`src/design/ihv_pkg.sv`:
```
// ----------------------------------------------------------------------------
// ihv_pkg
// Shared types, constants and helpers for the hyphenated ISBN-10 validator.
// ----------------------------------------------------------------------------
package ihv_pkg;

  localparam int CHAR_W    = 8;
  localparam int LEN_W     = 4;
  localparam int CFG_IDX_W = 2;
  localparam int CFG_DAT_W = 4;

  localparam logic [CHAR_W-1:0] CHAR_HYPHEN = 8'h2D;  // '-'
  localparam logic [CHAR_W-1:0] CHAR_ZERO   = 8'h30;  // '0'
  localparam logic [CHAR_W-1:0] CHAR_NINE   = 8'h39;  // '9'
  localparam logic [CHAR_W-1:0] CHAR_X      = 8'h58;  // 'X'

  localparam logic [3:0] MOD11       = 4'd11;
  localparam logic [3:0] X_VALUE     = 4'd10;
  localparam logic [3:0] NUM_DIGITS  = 4'd10;
  localparam logic [3:0] LAST_WEIGHT = 4'd9;   // digit count when the tenth digit arrives
  localparam logic [1:0] NUM_HYPHENS = 2'd3;

  localparam logic [CFG_IDX_W-1:0] CFG_MAX_FIRST = 2'd0;
  localparam logic [CFG_IDX_W-1:0] CFG_MAX_THIRD = 2'd1;

  localparam logic [CFG_DAT_W-1:0] MAX_FIRST_RST = 4'd5;
  localparam logic [CFG_DAT_W-1:0] MAX_THIRD_RST = 4'd6;

  typedef struct packed {
    logic [CFG_DAT_W-1:0] max_first;
    logic [CFG_DAT_W-1:0] max_third;
  } cfg_t;

  // dsum holds the plain digit sum mod 11, wsum the sum of its prefixes mod 11;
  // after ten digits wsum equals the 10..1 weighted sum mod 11.
  typedef struct packed {
    logic [1:0]       hyphens;
    logic [LEN_W-1:0] group_len;
    logic [LEN_W-1:0] digits;
    logic [3:0]       dsum;
    logic [3:0]       wsum;
    logic             prev_hyphen;
    logic             at_start;
    logic             err;
  } scan_state_t;

  localparam scan_state_t SCAN_RESET = '{
    hyphens:     2'd0,
    group_len:   4'd0,
    digits:      4'd0,
    dsum:        4'd0,
    wsum:        4'd0,
    prev_hyphen: 1'b0,
    at_start:    1'b1,
    err:         1'b0
  };

  // a, b < 11
  function automatic logic [3:0] add_mod11(logic [3:0] a, logic [3:0] b);
    logic [4:0] s;
    s = {1'b0, a} + {1'b0, b};
    if (s >= {1'b0, MOD11}) begin
      s = s - {1'b0, MOD11};
    end
    return s[3:0];
  endfunction

endpackage

```
`src/design/ihv_char_if.sv`:
```
// ----------------------------------------------------------------------------
// ihv_char_if
// Character stream channel: one character and its end-of-string mark.
// ----------------------------------------------------------------------------
interface ihv_char_if;
  logic                       valid;
  logic                       ready;
  logic [ihv_pkg::CHAR_W-1:0] char_code;
  logic                       last_char;

  modport source (output valid, output char_code, output last_char, input ready);
  modport sink   (input valid, input char_code, input last_char, output ready);
endinterface

```
`src/design/ihv_res_if.sv`:
```
// ----------------------------------------------------------------------------
// ihv_res_if
// Result channel: one verdict per string.
// ----------------------------------------------------------------------------
interface ihv_res_if;
  logic valid;
  logic ready;
  logic valid_res;

  modport source (output valid, output valid_res, input ready);
  modport sink   (input valid, input valid_res, output ready);
endinterface

```
`src/design/ihv_cfg_if.sv`:
```
// ----------------------------------------------------------------------------
// ihv_cfg_if
// Configuration write channel: register index and write data.
// ----------------------------------------------------------------------------
interface ihv_cfg_if;
  logic                          valid;
  logic                          ready;
  logic [ihv_pkg::CFG_IDX_W-1:0] index;
  logic [ihv_pkg::CFG_DAT_W-1:0] wdata;

  modport source (output valid, output index, output wdata, input ready);
  modport sink   (input valid, input index, input wdata, output ready);
endinterface

```
`src/design/ihv_cfg_regs.sv`:
```
// ----------------------------------------------------------------------------
// ihv_cfg_regs
// Group length limit registers, written through the configuration channel.
// ----------------------------------------------------------------------------
module ihv_cfg_regs (
  input  logic             clk,
  input  logic             rst_n,
  ihv_cfg_if.sink          cfg_ch,
  output ihv_pkg::cfg_t    cfg_o
);

  ihv_pkg::cfg_t cfg_r;
  ihv_pkg::cfg_t cfg_nxt;

  assign cfg_ch.ready = 1'b1;
  assign cfg_o        = cfg_r;

  always_comb begin
    cfg_nxt = cfg_r;
    if (cfg_ch.valid) begin
      case (cfg_ch.index)
        ihv_pkg::CFG_MAX_FIRST: cfg_nxt.max_first = cfg_ch.wdata;
        ihv_pkg::CFG_MAX_THIRD: cfg_nxt.max_third = cfg_ch.wdata;
        default:                cfg_nxt = cfg_r;  // unmapped index: ignored
      endcase
    end
  end

  always_ff @(posedge clk) begin
    if (!rst_n) begin
      cfg_r.max_first <= ihv_pkg::MAX_FIRST_RST;
      cfg_r.max_third <= ihv_pkg::MAX_THIRD_RST;
    end else begin
      cfg_r <= cfg_nxt;
    end
  end

endmodule

```
`src/design/ihv_scan.sv`:
```
// ----------------------------------------------------------------------------
// ihv_scan
// Per-string scanner: folds one character per cycle, when step_i is high, into the string state
// and produces the verdict at the last character.
// ----------------------------------------------------------------------------
module ihv_scan (
  input  logic                       clk,
  input  logic                       rst_n,
  input  logic                       step_i,
  input  logic [ihv_pkg::CHAR_W-1:0] char_i,
  input  logic                       last_i,
  input  ihv_pkg::cfg_t              cfg_i,
  output logic                       ok_o
);

  ihv_pkg::scan_state_t s_r;
  ihv_pkg::scan_state_t s_nxt;
  ihv_pkg::scan_state_t upd;

  logic       is_hyphen;
  logic       is_digit;
  logic       is_x;
  logic [3:0] dval;
  logic [3:0] dsum_new;

  assign is_hyphen = (char_i == ihv_pkg::CHAR_HYPHEN);
  assign is_digit  = (char_i inside {[ihv_pkg::CHAR_ZERO:ihv_pkg::CHAR_NINE]});
  assign is_x      = (char_i == ihv_pkg::CHAR_X);
  assign dval      = is_x ? ihv_pkg::X_VALUE : char_i[3:0];
  assign dsum_new  = ihv_pkg::add_mod11(s_r.dsum, dval);

  always_comb begin
    upd = s_r;
    if (!s_r.err) begin
      if (is_hyphen) begin
        if (s_r.at_start || s_r.prev_hyphen || s_r.hyphens == ihv_pkg::NUM_HYPHENS) begin
          upd.err = 1'b1;
        end else begin
          if (s_r.hyphens == 2'd0 && s_r.group_len > cfg_i.max_first) begin
            upd.err = 1'b1;
          end
          if (s_r.hyphens == 2'd2 && s_r.group_len > cfg_i.max_third) begin
            upd.err = 1'b1;
          end
          upd.hyphens     = s_r.hyphens + 2'd1;
          upd.group_len   = '0;
          upd.prev_hyphen = 1'b1;
        end
      end else if (is_digit || (is_x && s_r.digits == ihv_pkg::LAST_WEIGHT)) begin
        if (s_r.digits >= ihv_pkg::NUM_DIGITS) begin
          upd.err = 1'b1;
        end else begin
          upd.dsum        = dsum_new;
          upd.wsum        = ihv_pkg::add_mod11(s_r.wsum, dsum_new);
          upd.digits      = s_r.digits + 4'd1;
          upd.group_len   = s_r.group_len + 4'd1;  // bounded by the digit count
          upd.prev_hyphen = 1'b0;
        end
      end else begin
        // misplaced X or any other character
        upd.err = 1'b1;
      end
    end
    upd.at_start = 1'b0;
  end

  assign ok_o = !upd.err && upd.hyphens == ihv_pkg::NUM_HYPHENS &&
                upd.digits == ihv_pkg::NUM_DIGITS && upd.group_len == 4'd1 &&
                upd.wsum == 4'd0;

  always_comb begin
    s_nxt = s_r;
    if (step_i) begin
      s_nxt = last_i ? ihv_pkg::SCAN_RESET : upd;
    end
  end

  always_ff @(posedge clk) begin
    if (!rst_n) begin
      s_r <= ihv_pkg::SCAN_RESET;
    end else begin
      s_r <= s_nxt;
    end
  end

  // digit counter never runs past ten
  a_digits_bounded: assert property (@(posedge clk) disable iff (!rst_n)
    s_r.digits <= ihv_pkg::NUM_DIGITS)
    else $error("digit count above ten");

  // end of string returns the scanner to its start state
  a_clear_on_last: assert property (@(posedge clk) disable iff (!rst_n)
    step_i && last_i |=> s_r.at_start && s_r.digits == 4'd0 && !s_r.err &&
                         s_r.hyphens == 2'd0)
    else $error("string state not cleared after last character");

  // a pass verdict needs a clean, complete string
  a_ok_consistent: assert property (@(posedge clk) disable iff (!rst_n)
    step_i && last_i && ok_o |-> !s_r.err && s_r.hyphens == ihv_pkg::NUM_HYPHENS)
    else $error("pass verdict on malformed string");

  // nothing moves without a step
  a_hold_idle: assert property (@(posedge clk) disable iff (!rst_n)
    !step_i |=> $stable(s_r))
    else $error("scanner state changed without a character");

endmodule

```
`src/design/isbn10_hyphenated_validator_top.sv`:
```
// ----------------------------------------------------------------------------
// isbn10_hyphenated_validator_top
// Hyphenated ISBN-10 validator: character stream in, one verdict per string.
// ----------------------------------------------------------------------------
//  channel  dir  payload                     transaction
//  in_ch    in   char_code[7:0], last_char   valid & ready
//  out_ch   out  valid_res                   valid & ready
//  cfg_ch   in   index[1:0], wdata[3:0]      valid & ready (ready tied high)
//
//  One character per cycle while no verdict is stalled: input register,
//  combinational scan update, result register. A verdict is registered
//  when its last character steps the scanner out of the input register.
//  Reset (rst_n low, synchronous) clears the string state and loads group
//  limits 5 and 6. A stalled result holds only the next last-character
//  transaction; other characters keep flowing.
// ----------------------------------------------------------------------------
module isbn10_hyphenated_validator_top (
  input  logic       clk,
  input  logic       rst_n,
  ihv_char_if.sink   in_ch,
  ihv_res_if.source  out_ch,
  ihv_cfg_if.sink    cfg_ch
);

  ihv_pkg::cfg_t cfg;

  logic                       in_v_r;
  logic [ihv_pkg::CHAR_W-1:0] in_char_r;
  logic                       in_last_r;
  logic                       out_v_r;
  logic                       res_r;

  logic out_free;
  logic step;
  logic ok;

  assign out_free    = !out_v_r || out_ch.ready;
  // a last character needs room in the result register
  assign step        = in_v_r && (!in_last_r || out_free);
  assign in_ch.ready = !in_v_r || step;

  assign out_ch.valid     = out_v_r;
  assign out_ch.valid_res = res_r;

  ihv_cfg_regs u_cfg (
    .clk    (clk),
    .rst_n  (rst_n),
    .cfg_ch (cfg_ch),
    .cfg_o  (cfg)
  );

  ihv_scan u_scan (
    .clk    (clk),
    .rst_n  (rst_n),
    .step_i (step),
    .char_i (in_char_r),
    .last_i (in_last_r),
    .cfg_i  (cfg),
    .ok_o   (ok)
  );

  always_ff @(posedge clk) begin
    if (!rst_n) begin
      in_v_r <= 1'b0;
    end else if (in_ch.ready) begin
      in_v_r <= in_ch.valid;
    end
  end

  always_ff @(posedge clk) begin
    if (in_ch.valid && in_ch.ready) begin
      in_char_r <= in_ch.char_code;
      in_last_r <= in_ch.last_char;
    end
  end

  always_ff @(posedge clk) begin
    if (!rst_n) begin
      out_v_r <= 1'b0;
    end else if (step && in_last_r) begin
      out_v_r <= 1'b1;
    end else if (out_ch.ready) begin
      out_v_r <= 1'b0;
    end
  end

  always_ff @(posedge clk) begin
    if (step && in_last_r) begin
      res_r <= ok;
    end
  end

  // a new verdict only comes from a consumed last character
  a_res_source: assert property (@(posedge clk) disable iff (!rst_n)
    $rose(out_v_r) |-> $past(step && in_last_r))
    else $error("result raised without a last character");

  // never overwrite a verdict that has not been taken
  a_no_overwrite: assert property (@(posedge clk) disable iff (!rst_n)
    step && in_last_r |-> out_free)
    else $error("result overwritten while stalled");

  // held input only waits on a stalled result
  a_stall_cause: assert property (@(posedge clk) disable iff (!rst_n)
    in_v_r && !step |-> in_last_r && out_v_r && !out_ch.ready)
    else $error("input stalled without cause");

endmodule
```
`src/flat_wrapper.sv`:
```
// flat-port wrapper written by rule: the top's interface ports become plain ports
module isbn10_hyphenated_validator_top_flat 
  (clk, rst_n, in_ch_valid, in_ch_char_code, in_ch_last_char, in_ch_ready, out_ch_valid, out_ch_valid_res, out_ch_ready, cfg_ch_valid, cfg_ch_index, cfg_ch_wdata, cfg_ch_ready);
  ihv_char_if in_ch_i ();
  ihv_res_if out_ch_i ();
  ihv_cfg_if cfg_ch_i ();
  input  logic clk;
  input  logic rst_n;
  input wire logic [$bits(in_ch_i.valid)-1:0] in_ch_valid;
  input wire logic [$bits(in_ch_i.char_code)-1:0] in_ch_char_code;
  input wire logic [$bits(in_ch_i.last_char)-1:0] in_ch_last_char;
  output wire logic [$bits(in_ch_i.ready)-1:0] in_ch_ready;
  output wire logic [$bits(out_ch_i.valid)-1:0] out_ch_valid;
  output wire logic [$bits(out_ch_i.valid_res)-1:0] out_ch_valid_res;
  input wire logic [$bits(out_ch_i.ready)-1:0] out_ch_ready;
  input wire logic [$bits(cfg_ch_i.valid)-1:0] cfg_ch_valid;
  input wire logic [$bits(cfg_ch_i.index)-1:0] cfg_ch_index;
  input wire logic [$bits(cfg_ch_i.wdata)-1:0] cfg_ch_wdata;
  output wire logic [$bits(cfg_ch_i.ready)-1:0] cfg_ch_ready;
  assign in_ch_i.valid = in_ch_valid;
  assign in_ch_i.char_code = in_ch_char_code;
  assign in_ch_i.last_char = in_ch_last_char;
  assign in_ch_ready = in_ch_i.ready;
  assign out_ch_valid = out_ch_i.valid;
  assign out_ch_valid_res = out_ch_i.valid_res;
  assign out_ch_i.ready = out_ch_ready;
  assign cfg_ch_i.valid = cfg_ch_valid;
  assign cfg_ch_i.index = cfg_ch_index;
  assign cfg_ch_i.wdata = cfg_ch_wdata;
  assign cfg_ch_ready = cfg_ch_i.ready;
  isbn10_hyphenated_validator_top u_core (.clk(clk), .rst_n(rst_n), .in_ch(in_ch_i), .out_ch(out_ch_i), .cfg_ch(cfg_ch_i));
endmodule
```
`config.mk`:
```
export PLATFORM = sky130hd
export DESIGN_NAME = isbn10_hyphenated_validator_top_flat
export DESIGN_NICKNAME = d
export VERILOG_FILES = /design/src/design/ihv_pkg.sv /design/src/design/ihv_char_if.sv /design/src/design/ihv_res_if.sv /design/src/design/ihv_cfg_if.sv /design/src/design/ihv_cfg_regs.sv /design/src/design/ihv_scan.sv /design/src/design/isbn10_hyphenated_validator_top.sv /design/src/flat_wrapper.sv
export SDC_FILE = /design/constraint.sdc
export NUM_CORES = 1
export LEC_CHECK = 0
export BUFFER_PORTS_ARGS = -buffer_cell sky130_fd_sc_hd__buf_2
export CAP_MARGIN = 20
export CELL_PAD_IN_SITES_DETAIL_PLACEMENT = 2
export CELL_PAD_IN_SITES_GLOBAL_PLACEMENT = 2
export CORE_ASPECT_RATIO = 1.1
export CORE_MARGIN = 1.5
export CORE_UTILIZATION = 40
export CTS_CLUSTER_SIZE = 20
export DETAILED_ROUTE_END_ITERATION = 10
export PLACE_DENSITY = 0.94
export SYNTH_ARGS = -nofsm -noshare
export SYNTH_HDL_FRONTEND = slang
export SYNTH_HIERARCHICAL = 1
export SYNTH_SLANG_ARGS = --single-unit
```
`constraint.sdc`:
```
create_clock -name clk -period 6.55 [get_ports clk]
set_clock_uncertainty 0.1 [all_clocks]
set_input_delay 1.965 -clock clk [delete_from_list [all_inputs] [get_ports clk]]
set_output_delay 1.965 -clock clk [all_outputs]
set_load 0.005 [all_outputs]
```
# Yosys cells after proc, flatten, opt, wreduce, memory -nomap -nowiden
# Index checks and enable logic that the tools add are counted.
[op_classes] reduce_logical=31 mux=22 add_sub_neg=7 magnitude_cmp=7 eq_ne=14
[ops] operator="$mux W17" n=2
[ops] operator="$mux W21" n=1
[ops] operator="$mux W19" n=1
[ops] operator="$mux W4" n=4
[ops] operator="$mux W12" n=1
[ops] operator="$logic_and A1 B1 Y1" n=11
[ops] operator="$mux W1" n=11
[ops] operator="$add A4 B4 Y5" n=2
[ops] operator="$ge A5 B4 Y1 const B" n=2
[ops] operator="$reduce_and A5 Y1" n=2
[ops] operator="$add A4 B1 Y4 const B" n=2
[ops] operator="$eq A4 B4 Y1 const B" n=2
[ops] operator="$eq A8 B6 Y1 const B" n=1
[ops] operator="$eq A8 B7 Y1 const B" n=1
[ops] operator="$ge A8 B6 Y1 const B" n=1
[ops] operator="$gt A4 B4 Y1" n=2
[ops] operator="$le A8 B6 Y1 const B" n=1
[ops] operator="$sub A4 B4 Y4 const B" n=2
[ops] operator="$eq A2 B2 Y1 const B" n=3
[ops] operator="$logic_or A1 B1 Y1" n=6
[ops] operator="$mux W6" n=1
[ops] operator="$ne A2 B1 Y1 const B" n=3
[ops] operator="$ne A3 B2 Y1 const B" n=2
[ops] operator="$eq A4 B1 Y1 const B" n=1
[ops] operator="10 further kinds" n=16
[word_totals] wordCells=96 out_inout_bits=4 inputBits=20 reg_bits=41

# Logic depth before layout (Yosys ltp)
# Gate-level depths: netlist of run 1.
[depth] word_depth=17 mapped_depth=17 ltp_nobuf=17

# Modules after synthesis
# The synthesis of run 1 kept the hierarchy.
[modules_own_cells] module="ihv_scan" cells_per_inst=254 instances=1 seq_area_each_um2=420.4 area_per_inst_um2=2004.4
[modules_own_cells] module="isbn10_hyphenated_validator_top" cells_per_inst=22 instances=1 seq_area_each_um2=340.3 area_per_inst_um2=417.9
[modules_own_cells] module="ihv_cfg_regs" cells_per_inst=36 instances=1 seq_area_each_um2=160.2 area_per_inst_um2=360.3

# Least setup slack after synthesis of run 1
# Ideal clock, no wire load.
[synth_timing] kind="register -> register" startpoint="register u_core/in_char_r[4] in the netlist's numbering" endpoint="register u_core.res_r (netlist: u_core/out_ch.valid_res), data pin" period_less_slack_ps=4441 path_buffers=0 path_slack_ps=2109 path_stages_with_launch=16 required_ps=6281 setup_ps=169 t_arrival_ps=4172 path_cell_list="edfxtp_1 -> and4bb_2 -> a31o_2 -> ha_1 -> a21o_1 -> a21oi_1 -> xor2_1 -> o21ai_0 -> mux2_2 -> fa_1 -> ha_1 -> or2_2 -> a31o_2 -> o211ai_1 -> o2111ai_1 -> nor4b_2"
[synth_via] elab_chain_len=14 elab_cells_between_ends=34 classes_between="add/sub: 4; order compare: 4; eq/ne: 5; mux: 12; reduce/logical: 9"
[synth_rtl] item="start: declaration" line_no="isbn10_hyphenated_validator_top.sv:28" source="logic [ihv_pkg::CHAR_W-1:0] in_char_r;"
[synth_rtl] item="start signal: assignment" line_no="isbn10_hyphenated_validator_top.sv:72" source="in_char_r <= in_ch.char_code;"
[synth_rtl] item="$eq A8 B7 Y1" line_no="ihv_scan.sv:28" source="assign is_x = (char_i == ihv_pkg::CHAR_X);"
[synth_rtl] item="$mux W4" line_no="ihv_scan.sv:29" source="assign dval = is_x ? ihv_pkg::X_VALUE : char_i[3:0];"
[synth_rtl] item="$add A4 B4 Y5" line_no="ihv_pkg.sv:61" source="s = {1'b0, a} + {1'b0, b};"
[synth_rtl] item="$sub A4 B4 Y4 / $ge A5 B4 Y1 (equally long branches)" line_no="ihv_pkg.sv:63, ihv_pkg.sv:62"
[synth_rtl] item="$mux W4" line_no="ihv_pkg.sv:62" source="if (s >= {1'b0, MOD11}) begin"
[synth_rtl] item="$add A4 B4 Y5" line_no="ihv_pkg.sv:61"
[synth_rtl] item="$sub A4 B4 Y4 / $ge A5 B4 Y1 (equally long branches)" line_no="ihv_pkg.sv:63, ihv_pkg.sv:62"
[synth_rtl] item="$mux W4" line_no="ihv_pkg.sv:62"
[synth_rtl] item="$mux W17" line_no="ihv_scan.sv:50" source="if (s_r.digits >= ihv_pkg::NUM_DIGITS) begin"
[synth_rtl] item="$mux W17" line_no="ihv_scan.sv:49" source="end else if (is_digit || (is_x && s_r.digits == ihv_pkg::LAST_WEIGHT)) begin"
[synth_rtl] item="$mux W12" line_no="ihv_scan.sv:35" source="if (is_hyphen) begin"
[synth_rtl] item="$mux W19" line_no="ihv_scan.sv:34" source="if (!s_r.err) begin"
[synth_rtl] item="$logic_not A4 Y1" line_no="ihv_scan.sv:69" source="upd.wsum == 4'd0;"
[synth_rtl] item="$logic_and A1 B1 Y1 *" line_no="ihv_scan.sv:68" source="upd.digits == ihv_pkg::NUM_DIGITS && upd.group_len == 4'd1 &&"
[synth_rtl] item="via u_core.ok" line_no="isbn10_hyphenated_validator_top.sv:35" source="logic ok;"
[synth_rtl] item="end signal: assignment" line_no="isbn10_hyphenated_validator_top.sv:89" source="res_r <= ok;"
[synth_rtl] item="end: declaration" line_no="isbn10_hyphenated_validator_top.sv:31" source="logic res_r;"
# The timed path passes the listed nets; every way through them passes the cells marked *. The select of a mux whose other input is x is not followed.
# A chain may end at the register's enable or synchronous reset.

# Worst setup path after layout of run 1
[layout_timing] startpoint="register u_core/in_char_r[2] in the netlist's numbering" endpoint="register u_core.res_r (netlist: u_core/out_ch.valid_res), data pin"
# Same word-level chain as after synthesis.

==> results of run 1 <==
-- worst max-delay path: stages (launching register included) --
cell and delay, ns:
edfxtp_1 0.48, and4bb_2 0.36, a31o_2 0.20, ha_1 0.23
a21o_1 0.17, a21oi_1 0.26, xor2_1 0.30, o21ai_0 0.21
xor2_1 0.21, ha_1 0.24, fa_1 0.53, ha_1 0.26
or2_2 0.34, a31o_2 0.27, o211ai_1 0.24, o2111ai_1 0.18
nor4b_2 0.27
-- power groups by stage --
stage	combinational (mW)	sequential, mW	clock [mW]
3_3_place_gp	0.0643	0.280	0
6_report	0.0716	0.275	0.166
2_1_floorplan	0.0488	0.276	0
3_5_place_dp	0.0696	0.281	0
4_1_cts	0.0716	0.275	0.171
5_1_grt	0.0789	0.276	0.177
-- flip-flops by register name (all words and copies together) (netlist names) --
name                     flops
u_core/u_cfg/cfg_o           8
u_core/out_ch.valid_res      1
u_core/in_char_r             8
u_core/in_last_r             1
u_core/out_ch.valid          1
u_core/u_scan/s_r           21
u_core/in_v_r                1
-- how the worst max path moves through the flow --
stage                                    from                      end  slack (ns)  cells after the start
after global routing      u_core/in_char_r[2]  u_core/out_ch.valid_res        1.23                     16
after detailed placement  u_core/in_char_r[5]  u_core/out_ch.valid_res        1.59                     16
after global placement    u_core/in_char_r[4]  u_core/out_ch.valid_res        1.90                     15
final                     u_core/in_char_r[2]  u_core/out_ch.valid_res        1.53                     16
after floorplan           u_core/in_char_r[4]  u_core/out_ch.valid_res        2.11                     15
after CTS                 u_core/in_char_r[2]  u_core/out_ch.valid_res        1.51                     16
-- layout make-up --
cell class / instances / area (um2) / share of cell area [%]
inverter: 20 / 75.1 / 2.47
clock buffer: 5 / 68.8 / 2.27
multi-input combinational: 238 / 1730 / 57.0
tap: 82 / 103 / 3.38
sequential: 41 / 921 / 30.3
timing repair buffer: 24 / 125 / 4.12
clock inverter: 3 / 12.5 / 0.412
-- logic make-up after synthesis --
family          count (synthesis)  share of synthesized area [%]
xor+xnor                        5                           1.57
other cells                     1                          0.135
compound gates                 79                           19.7
buf+inv                        33                           4.95
simple gates                  116                           24.1
flops                          41                           33.1
mux                            10                           3.69
fa+ha+maj                      27                           12.7
-- layout by cell type, fill, tap and decap left out, types with 5 or more instances in the layout --
cell,Yosys,final
dfxtp_1,31,31
ha_1,25,25
nand2_1,23,23
buf_2,2,22
inv_1,20,20
a21oi_1,20,20
nor2_1,18,18
nor2b_1,12,12
and2_1,11,11
o21ai_0,11,11
edfxtp_1,10,10
nand3_1,9,9
mux2i_1,8,8
a21o_1,8,8
nor3_1,7,7
nand4_1,6,6
nor4_1,6,6
a22oi_1,6,6
clkbuf_8,0,5
-- routing by layer --
layer  part of all wire, %  track usage (%)  vias up  wire length, um
met2                    53             46.2       61             4840
met5                     0                0        -                0
met4                   3.6             9.86        0              334
met1                    41             31.9     1257             3770
met3                   2.9             3.64       21              267
li1                      -                -     1176                -
==> results.yml, run 1 <==
pwr:
  p_int_uw: 367
  p_per_area_nw_per_um2: 169
  sw_frac_of_total_pct: 28.5
  switchingPower_uw: 146
  power_uw: 513
  pwr-share-seq_pct: 53.7
  ir_worst_vdd_uv: 129
  power.share.clock_pct: 32.3
  pwr-share-comb_pct: 14.0
  p_leak_nw: 1.30
synth:
  synth_flop_cell: "dfxtp_1"
  netlist_instances: 312
  yosys-top-cells-area: "dfxtp_1, ha_1, edfxtp_1"
  yosysTopAreaCellShare_pct: 22.3
  synthTopCellsByCount: "dfxtp_1, ha_1, nand2_1"
  synth_cell_type_count: 64
  synth_edf_count: 10
  synth_nets: 359
  ys_seq_area_share_pct: 33.1
  synth_seq_cells: 41
  synth.most_common_cell: "dfxtp_1"
  synthArstFlopShare_pct: 0
  synth.avg_cell_area_um2: 8.92
  synth_area_leader_cell: "dfxtp_1"
  syn_area_um2: 2780
  yosysWarnings: 6
floorplanning:
  die_y_um: 90.5
  dieWidth_um: 82.5
  dieArea_um2: 7470
  num_rows: 31
  io_pins: 24
  coreArea_um2: 6670
  start_util_pct: 41.7
worst_hold_path:
  holdPathEnd: "u_core/u_cfg/cfg_o[7]"
  hold_path_depth: 2
  hold_start: "u_core/u_cfg/cfg_o[7]"
  hp-class: "flop to flop"
clocking:
  cts_tree: "done"
  cts_buffers: 5
  cts.path.max_buffers: 2
  cts-root-buf: "clkbuf_8"
  cts_setup_buffers: 0
  clk_latency_ns: 0.30
  cts_resized: 0
  cts_hold_buf: 0
  cts.sinks: 41
  htree_levels: 2
  clk_pin_slew_ns: 0.09
critical_path:
  r2r_end: "u_core/out_ch.valid_res"
  critPathLaunchType: "flop"
  path_class: "flop to flop"
  reg2reg_depth: 16
  r2r_start: "u_core/in_char_r[2]"
  critical_path.max_fanout: 5
  endpoint_kind: "flop"
  cp_data_required_time_ns: 6.56
  r2r_slack_ns: 1.53
  arrival_ns: 5.03
finish:
  final_area_um2: 3040
  diodes: 0
  nFillCells: 745
  layout-drive-gt1-share_pct: 13.3
  final_cells: 413
  finalNetCount: 377
  utilization_pct: 45.5
  areaGrowthSynthToFinish_pct: 9.08
place:
  post-dp-hpwl_um: 6730
  dp_slack_ns: 1.59
  postPlaceCellArea_um2: 2950
  dp_cells: 405
  placement.io_buffers: 22
  gp_congestion: 0.822
timing:
  drv_slew: 0
  final-hold-violation-count: 0
  tightest_slew_ns: 0.711
  setup_viol: 0
  relSlewSlack_pct: 52.6
  tns_ns: 0
  rsz0062_at_grt: "no"
  fin_ws_ns: 1.53
  holdWs_ns: 0.382
  finalCritPeriodShare_pct: 76.6
  max_freq_mhz: 199
  period_minus_slack_ns: 5.02
route:
  drt_first_pass_iters: 4
  drc: 0
  drt_iter0_drc: 157
  via_count: 2515
  routed_wl_um: 9200
  wl_per_cell_um: 22.3
  ant_nets: 0
  viasPerCell: 6.09
global_routing:
  grt_pass1_vias: 2731
  antenna_found_initial: 0
  grt-ovfl-total: 0
  grt_usage_pct: 26.4
  grt_pass1_wl_um: 14900
  grt_start_max_net_pins: 35
run:
  drv_cap: 0
status:
  status: "complete, no violations"
(Power assumes the default switching activity.)
==> run 2: changes to the inputs <==
--- a/config.mk
+++ b/config.mk
@@ -11,10 +11,10 @@
 export CELL_PAD_IN_SITES_GLOBAL_PLACEMENT = 2
 export CORE_ASPECT_RATIO = 1.1
 export CORE_MARGIN = 1.5
-export CORE_UTILIZATION = 40
+export CORE_UTILIZATION = 34
 export CTS_CLUSTER_SIZE = 20
 export DETAILED_ROUTE_END_ITERATION = 10
-export PLACE_DENSITY = 0.94
+export PLACE_DENSITY = 0.86
 export SYNTH_ARGS = -nofsm -noshare
 export SYNTH_HDL_FRONTEND = slang
 export SYNTH_HIERARCHICAL = 1
==> constraint.sdc (replaced) <==
create_clock -name clk -period 4.35 [get_ports clk]
set_clock_uncertainty 0.1 [all_clocks]
set_input_delay 1.305 -clock clk [delete_from_list [all_inputs] [get_ports clk]]
set_output_delay 1.305 -clock clk [all_outputs]
set_load 0.005 [all_outputs]
==> results.yml, run 2 (synthesized netlist as in run 1, its figures left out) <==
clocking:
  cts_hold_buf: 0
  cts_tree: "done"
  htree_levels: 2
  cts.path.max_buffers: 2
  cts.sinks: 41
  cts_buffers: 5
  cts-root-buf: "clkbuf_8"
  clk_latency_ns: 0.30
  clk_pin_slew_ns: 0.10
floorplanning:
  io_pins: 24
  die_y_um: 97.9
  dieArea_um2: 8740
  dieWidth_um: 89.3
  coreArea_um2: 7910
  start_util_pct: 35.2
  num_rows: 34
pwr:
  p_per_area_nw_per_um2: 240
  pwr-share-seq_pct: 49.3
  sw_frac_of_total_pct: 29.8
  power_uw: 840
  power.share.clock_pct: 32.1
  pwr-share-comb_pct: 18.6
  p_leak_nw: 1.46
  ir_worst_vdd_uv: 154
  p_int_uw: 590
  switchingPower_uw: 251
critical_path:
  arrival_ns: 4.62
  endpoint_kind: "flop"
  cp_data_required_time_ns: 4.35
  critPathLaunchType: "flop"
  path_class: "flop to flop"
  critical_path.max_fanout: 4
finish:
  nFillCells: 890
  regMostFlops: "u_core/u_scan/s_r"
  finalNetCount: 402
  diodes: 0
  layout_commonest_cell: "dfxtp_1"
  areaGrowthSynthToFinish_pct: 25.9
  final_cells: 464
  layout-drive-gt1-share_pct: 27.8
  final_cell_mix: "dfxtp_1, buf_4, buf_2"
  utilization_pct: 44.3
  final_area_um2: 3500
  largest_reg_flops: 21
global_routing:
  grt_start_max_net_pins: 35
  grt_pass1_wl_um: 15800
  grt_pass1_vias: 2962
  antenna_found_initial: 0
  grt-ovfl-total: 0
  grt_usage_pct: 23.6
route:
  viasPerCell: 5.70
  drt_first_pass_iters: 4
  drt_iter0_drc: 107
  ant_nets: 0
  via_count: 2646
  wl_per_cell_um: 21.6
  drc: 0
  routed_wl_um: 10000
run:
  drv_cap: 0
timing:
  tightest_slew_ns: 0.772
  rsz0062_at_grt: "yes"
  finalCritPeriodShare_pct: 106
  fin_ws_ns: -0.262
  setup_viol: 2
  drv_slew: 0
  final-hold-violation-count: 0
  max_freq_mhz: 217
  period_minus_slack_ns: 4.61
  relSlewSlack_pct: 48.0
  tns_ns: -0.299
place:
  dp_cells: 444
  gp_congestion: 0.816
  placement.io_buffers: 22
  post-dp-hpwl_um: 6490
  postPlaceCellArea_um2: 3090
worst_hold_path:
  hp-class: "flop to flop"
status:
  status: "finished with violations"
  violations: "negative setup slack"
run 2: power groups by stage:
stage | Combinational (mW) | Sequential (mW) | Clock [mW]
2_1_floorplan | 0.0737 | 0.415 | 0
3_3_place_gp | 0.108 | 0.421 | 0
3_5_place_dp | 0.116 | 0.422 | 0
4_1_cts | 0.133 | 0.414 | 0.275
5_1_grt | 0.169 | 0.416 | 0.290
6_report | 0.157 | 0.414 | 0.270
run 2: cell type report:
class | count | area [um2] | area share [%]
Sequential cell | 41 | 921 | 26.3
Inverter | 20 | 75.1 | 2.14
Multi-Input combinational cell | 238 | 1960 | 56.0
Clock buffer | 5 | 68.8 | 1.96
Clock inverter | 3 | 25.0 | 0.714
Tap cell | 108 | 135 | 3.86
Timing Repair Buffer | 49 | 317 | 9.03
run 2: path summary, 6_finish.rpt:
path	slack, ns	from	to	cells after the start
setup / recovery	-0.26	u_core/in_char_r[4]	u_core/out_ch.valid_res	16
hold / removal	0.37	u_core/u_cfg/cfg_o[7]	u_core/u_cfg/cfg_o[7]	2
hold reg to reg	0.37	u_core/u_cfg/cfg_o[7]	u_core/u_cfg/cfg_o[7]	2
setup reg to reg	-0.26	u_core/in_char_r[4]	u_core/out_ch.valid_res	16
run 2: routing by layer:
layer / track usage, % / vias to the layer above / share of wire [%]
met5: 0 / - / 0
met4: 8.40 / 0 / 2.4
met3: 3.97 / 18 / 2.3
met1: 28.2 / 1350 / 42
li1: - / 1230 / -
met2: 41.8 / 48 / 54
run 2: timing repair:
| action | in CTS | in global routing |
|---|---|---|
| gates cloned | 0 | 0 |
| setup endpoints to repair | 5 | 5 |
| setup buffers | 8 | 4 |
| gates resized for setup | 20 | 24 |
| pin swaps | 17 | 15 |
run 2: critical path, cell delays in order (launching register included):
cell	delay [ns]
edfxtp_1	0.41
and4bb_2	0.27
a31o_4	0.25
fa_2	0.62
ha_4	0.18
nor2_4	0.05
o21ai_4	0.17
xor2_2	0.19
ha_2	0.22
fa_1	0.46
buf_4	0.17
a21oi_1	0.30
nor2_1	0.12
mux2_4	0.32
nor4_4	0.15
nor3_1	0.10
nor4b_2	0.35
run 2: stage by stage:
stage	setup WS, ns	hold slack [ns]
final	-0.262	0.374
after global routing	-0.435	0.389
after CTS	-0.0834	0.375
after detailed placement	-0.276	0.362
after global placement	-0.0187	0.349
after floorplan	0.0291	0.335
==> run 3: changes to the inputs <==
--- a/config.mk
+++ b/config.mk
@@ -11,11 +11,12 @@
 export CELL_PAD_IN_SITES_GLOBAL_PLACEMENT = 2
 export CORE_ASPECT_RATIO = 1.1
 export CORE_MARGIN = 1.5
-export CORE_UTILIZATION = 34
+export CORE_UTILIZATION = 40
 export CTS_CLUSTER_SIZE = 20
 export DETAILED_ROUTE_END_ITERATION = 10
-export PLACE_DENSITY = 0.86
+export PLACE_DENSITY = 0.94
 export SYNTH_ARGS = -nofsm -noshare
 export SYNTH_HDL_FRONTEND = slang
 export SYNTH_HIERARCHICAL = 1
 export SYNTH_SLANG_ARGS = --single-unit
+export TNS_END_PERCENT = 50
==> constraint.sdc (replaced) <==
create_clock -name clk -period 6 [get_ports clk]
set_clock_uncertainty 0.1 [all_clocks]
set_input_delay 1.8 -clock clk [delete_from_list [all_inputs] [get_ports clk]]
set_output_delay 1.8 -clock clk [all_outputs]
set_load 0.005 [all_outputs]
==> results.yml, run 3 (synthesized netlist as in run 1, its figures left out) <==
route:
  drt_iter0_drc: 117
  routed_wl_um: 10100
  via_count: 2564
  drc: 0
  ant_nets: 0
  wl_per_cell_um: 24.4
  drt_first_pass_iters: 4
  viasPerCell: 6.21
timing:
  relSlewSlack_pct: 50.0
  final-hold-violation-count: 0
  holdWs_ns: 0.390
  rsz0062_at_grt: "no"
  period_minus_slack_ns: 5.14
  drv_slew: 0
  tightest_slew_ns: 0.751
  max_freq_mhz: 195
  tns_ns: 0
  setup_viol: 0
  finalCritPeriodShare_pct: 85.7
worst_hold_path:
  hp-class: "flop to flop"
clocking:
  cts.sinks: 41
  cts_setup_buffers: 0
  htree_levels: 2
  cts_buffers: 5
  cts-root-buf: "clkbuf_8"
  clk_pin_slew_ns: 0.09
  cts_tree: "done"
  cts_resized: 0
  cts_hold_buf: 0
  cts.path.max_buffers: 2
  clk_latency_ns: 0.30
finish:
  layout-drive-gt1-share_pct: 13.9
  diodes: 0
  final_cells: 413
  nFillCells: 731
  final_cell_mix: "dfxtp_1, ha_1, nand2_1"
  finalNetCount: 377
  largest_reg_flops: 21
  areaGrowthSynthToFinish_pct: 11.0
  regMostFlops: "u_core/u_scan/s_r"
  layout_commonest_cell: "dfxtp_1"
  utilization_pct: 46.3
place:
  gp_congestion: 0.818
  placement.io_buffers: 22
  post-dp-hpwl_um: 7140
  dp_cells: 405
global_routing:
  grt-ovfl-total: 0
  grt_usage_pct: 29.3
  grt_pass1_vias: 2981
  grt_start_max_net_pins: 35
  grt_pass1_wl_um: 16200
  antenna_found_initial: 0
pwr:
  p_per_area_nw_per_um2: 211
  p_leak_nw: 1.32
  power_uw: 652
  ir_worst_vdd_uv: 101
critical_path:
  critical_path.max_fanout: 5
  cp_data_required_time_ns: 6.00
  endpoint_kind: "flop"
  arrival_ns: 5.14
  critPathLaunchType: "flop"
  path_class: "flop to flop"
floorplanning:
  dieWidth_um: 82.5
  die_y_um: 90.5
  dieArea_um2: 7470
  io_pins: 24
  num_rows: 31
  start_util_pct: 41.7
  coreArea_um2: 6670
run:
  drv_cap: 0
status:
  status: "complete, no violations"
## run 3: cell count changes in the layout (fill, tap and decap cells not counted), moves of 3 or more
cell	previous run	this run
ha_4	3	0
a21oi_2	3	0
xor2_1	0	3
ha_1	20	25
buf_4	26	2
a21oi_1	16	20
xor2_2	3	0
## run 3: cell type report
type | instances | area, um2 | share of cell area, %
clock buffers | 5 | 68.8 | 2.23
clock inverters | 3 | 65.1 | 2.11
inverters | 20 | 75.1 | 2.43
flip-flops and latches | 41 | 921 | 29.8
repair buffers | 24 | 125 | 4.05
multi-input cells | 238 | 1730 | 56.0
well taps | 82 | 103 | 3.32
## run 3: worst paths after layout
check	cells past startpoint	end	slack, ns	startpoint
max	16	u_core/out_ch.valid_res	0.86	u_core/in_char_r[6]
min	2	u_core/u_cfg/cfg_o[7]	0.39	u_core/u_cfg/cfg_o[7]
max reg2reg	16	u_core/out_ch.valid_res	0.86	u_core/in_char_r[6]
min reg2reg	2	u_core/u_cfg/cfg_o[7]	0.39	u_core/u_cfg/cfg_o[7]
## run 3: stage by stage
step	area (um2)	worst slack (ns)
final	3090	0.861
after floorplan	2780	1.56
after global routing	3090	0.563
after global placement	2950	1.34
after CTS	3090	0.860
after detailed placement	2950	0.934
## run 3: layer usage
layer / part of all wire (%) / track usage, % / vias to the layer above
met3: 4.2 / 5.56 / 34
met1: 38 / 31.6 / 1276
met2: 53 / 52.4 / 75
met5: 0 / 0 / -
met4: 4.7 / 14.7 / 0
li1: - / - / 1179
## run 3: worst max-delay path, stage by stage, from the launching register on
cell and delay [ns]:
edfxtp_1 0.47, and4bb_2 0.27, a31o_2 0.26, ha_1 0.29, a21o_1 0.18, a21oi_1 0.25, xor2_1 0.34, o21ai_0 0.23
xor2_1 0.21, ha_1 0.23, fa_1 0.53, ha_1 0.26, or2_2 0.33, a31o_2 0.26, o211ai_1 0.23, o2111ai_1 0.18
nor4b_2 0.32
## run 3: power breakdown
part / switching (mW) / internal, mW
Clock: 0.107 / 0.165
Sequential: 0.0105 / 0.291
Combinational: 0.0479 / 0.0310
Total: 0.165 / 0.487
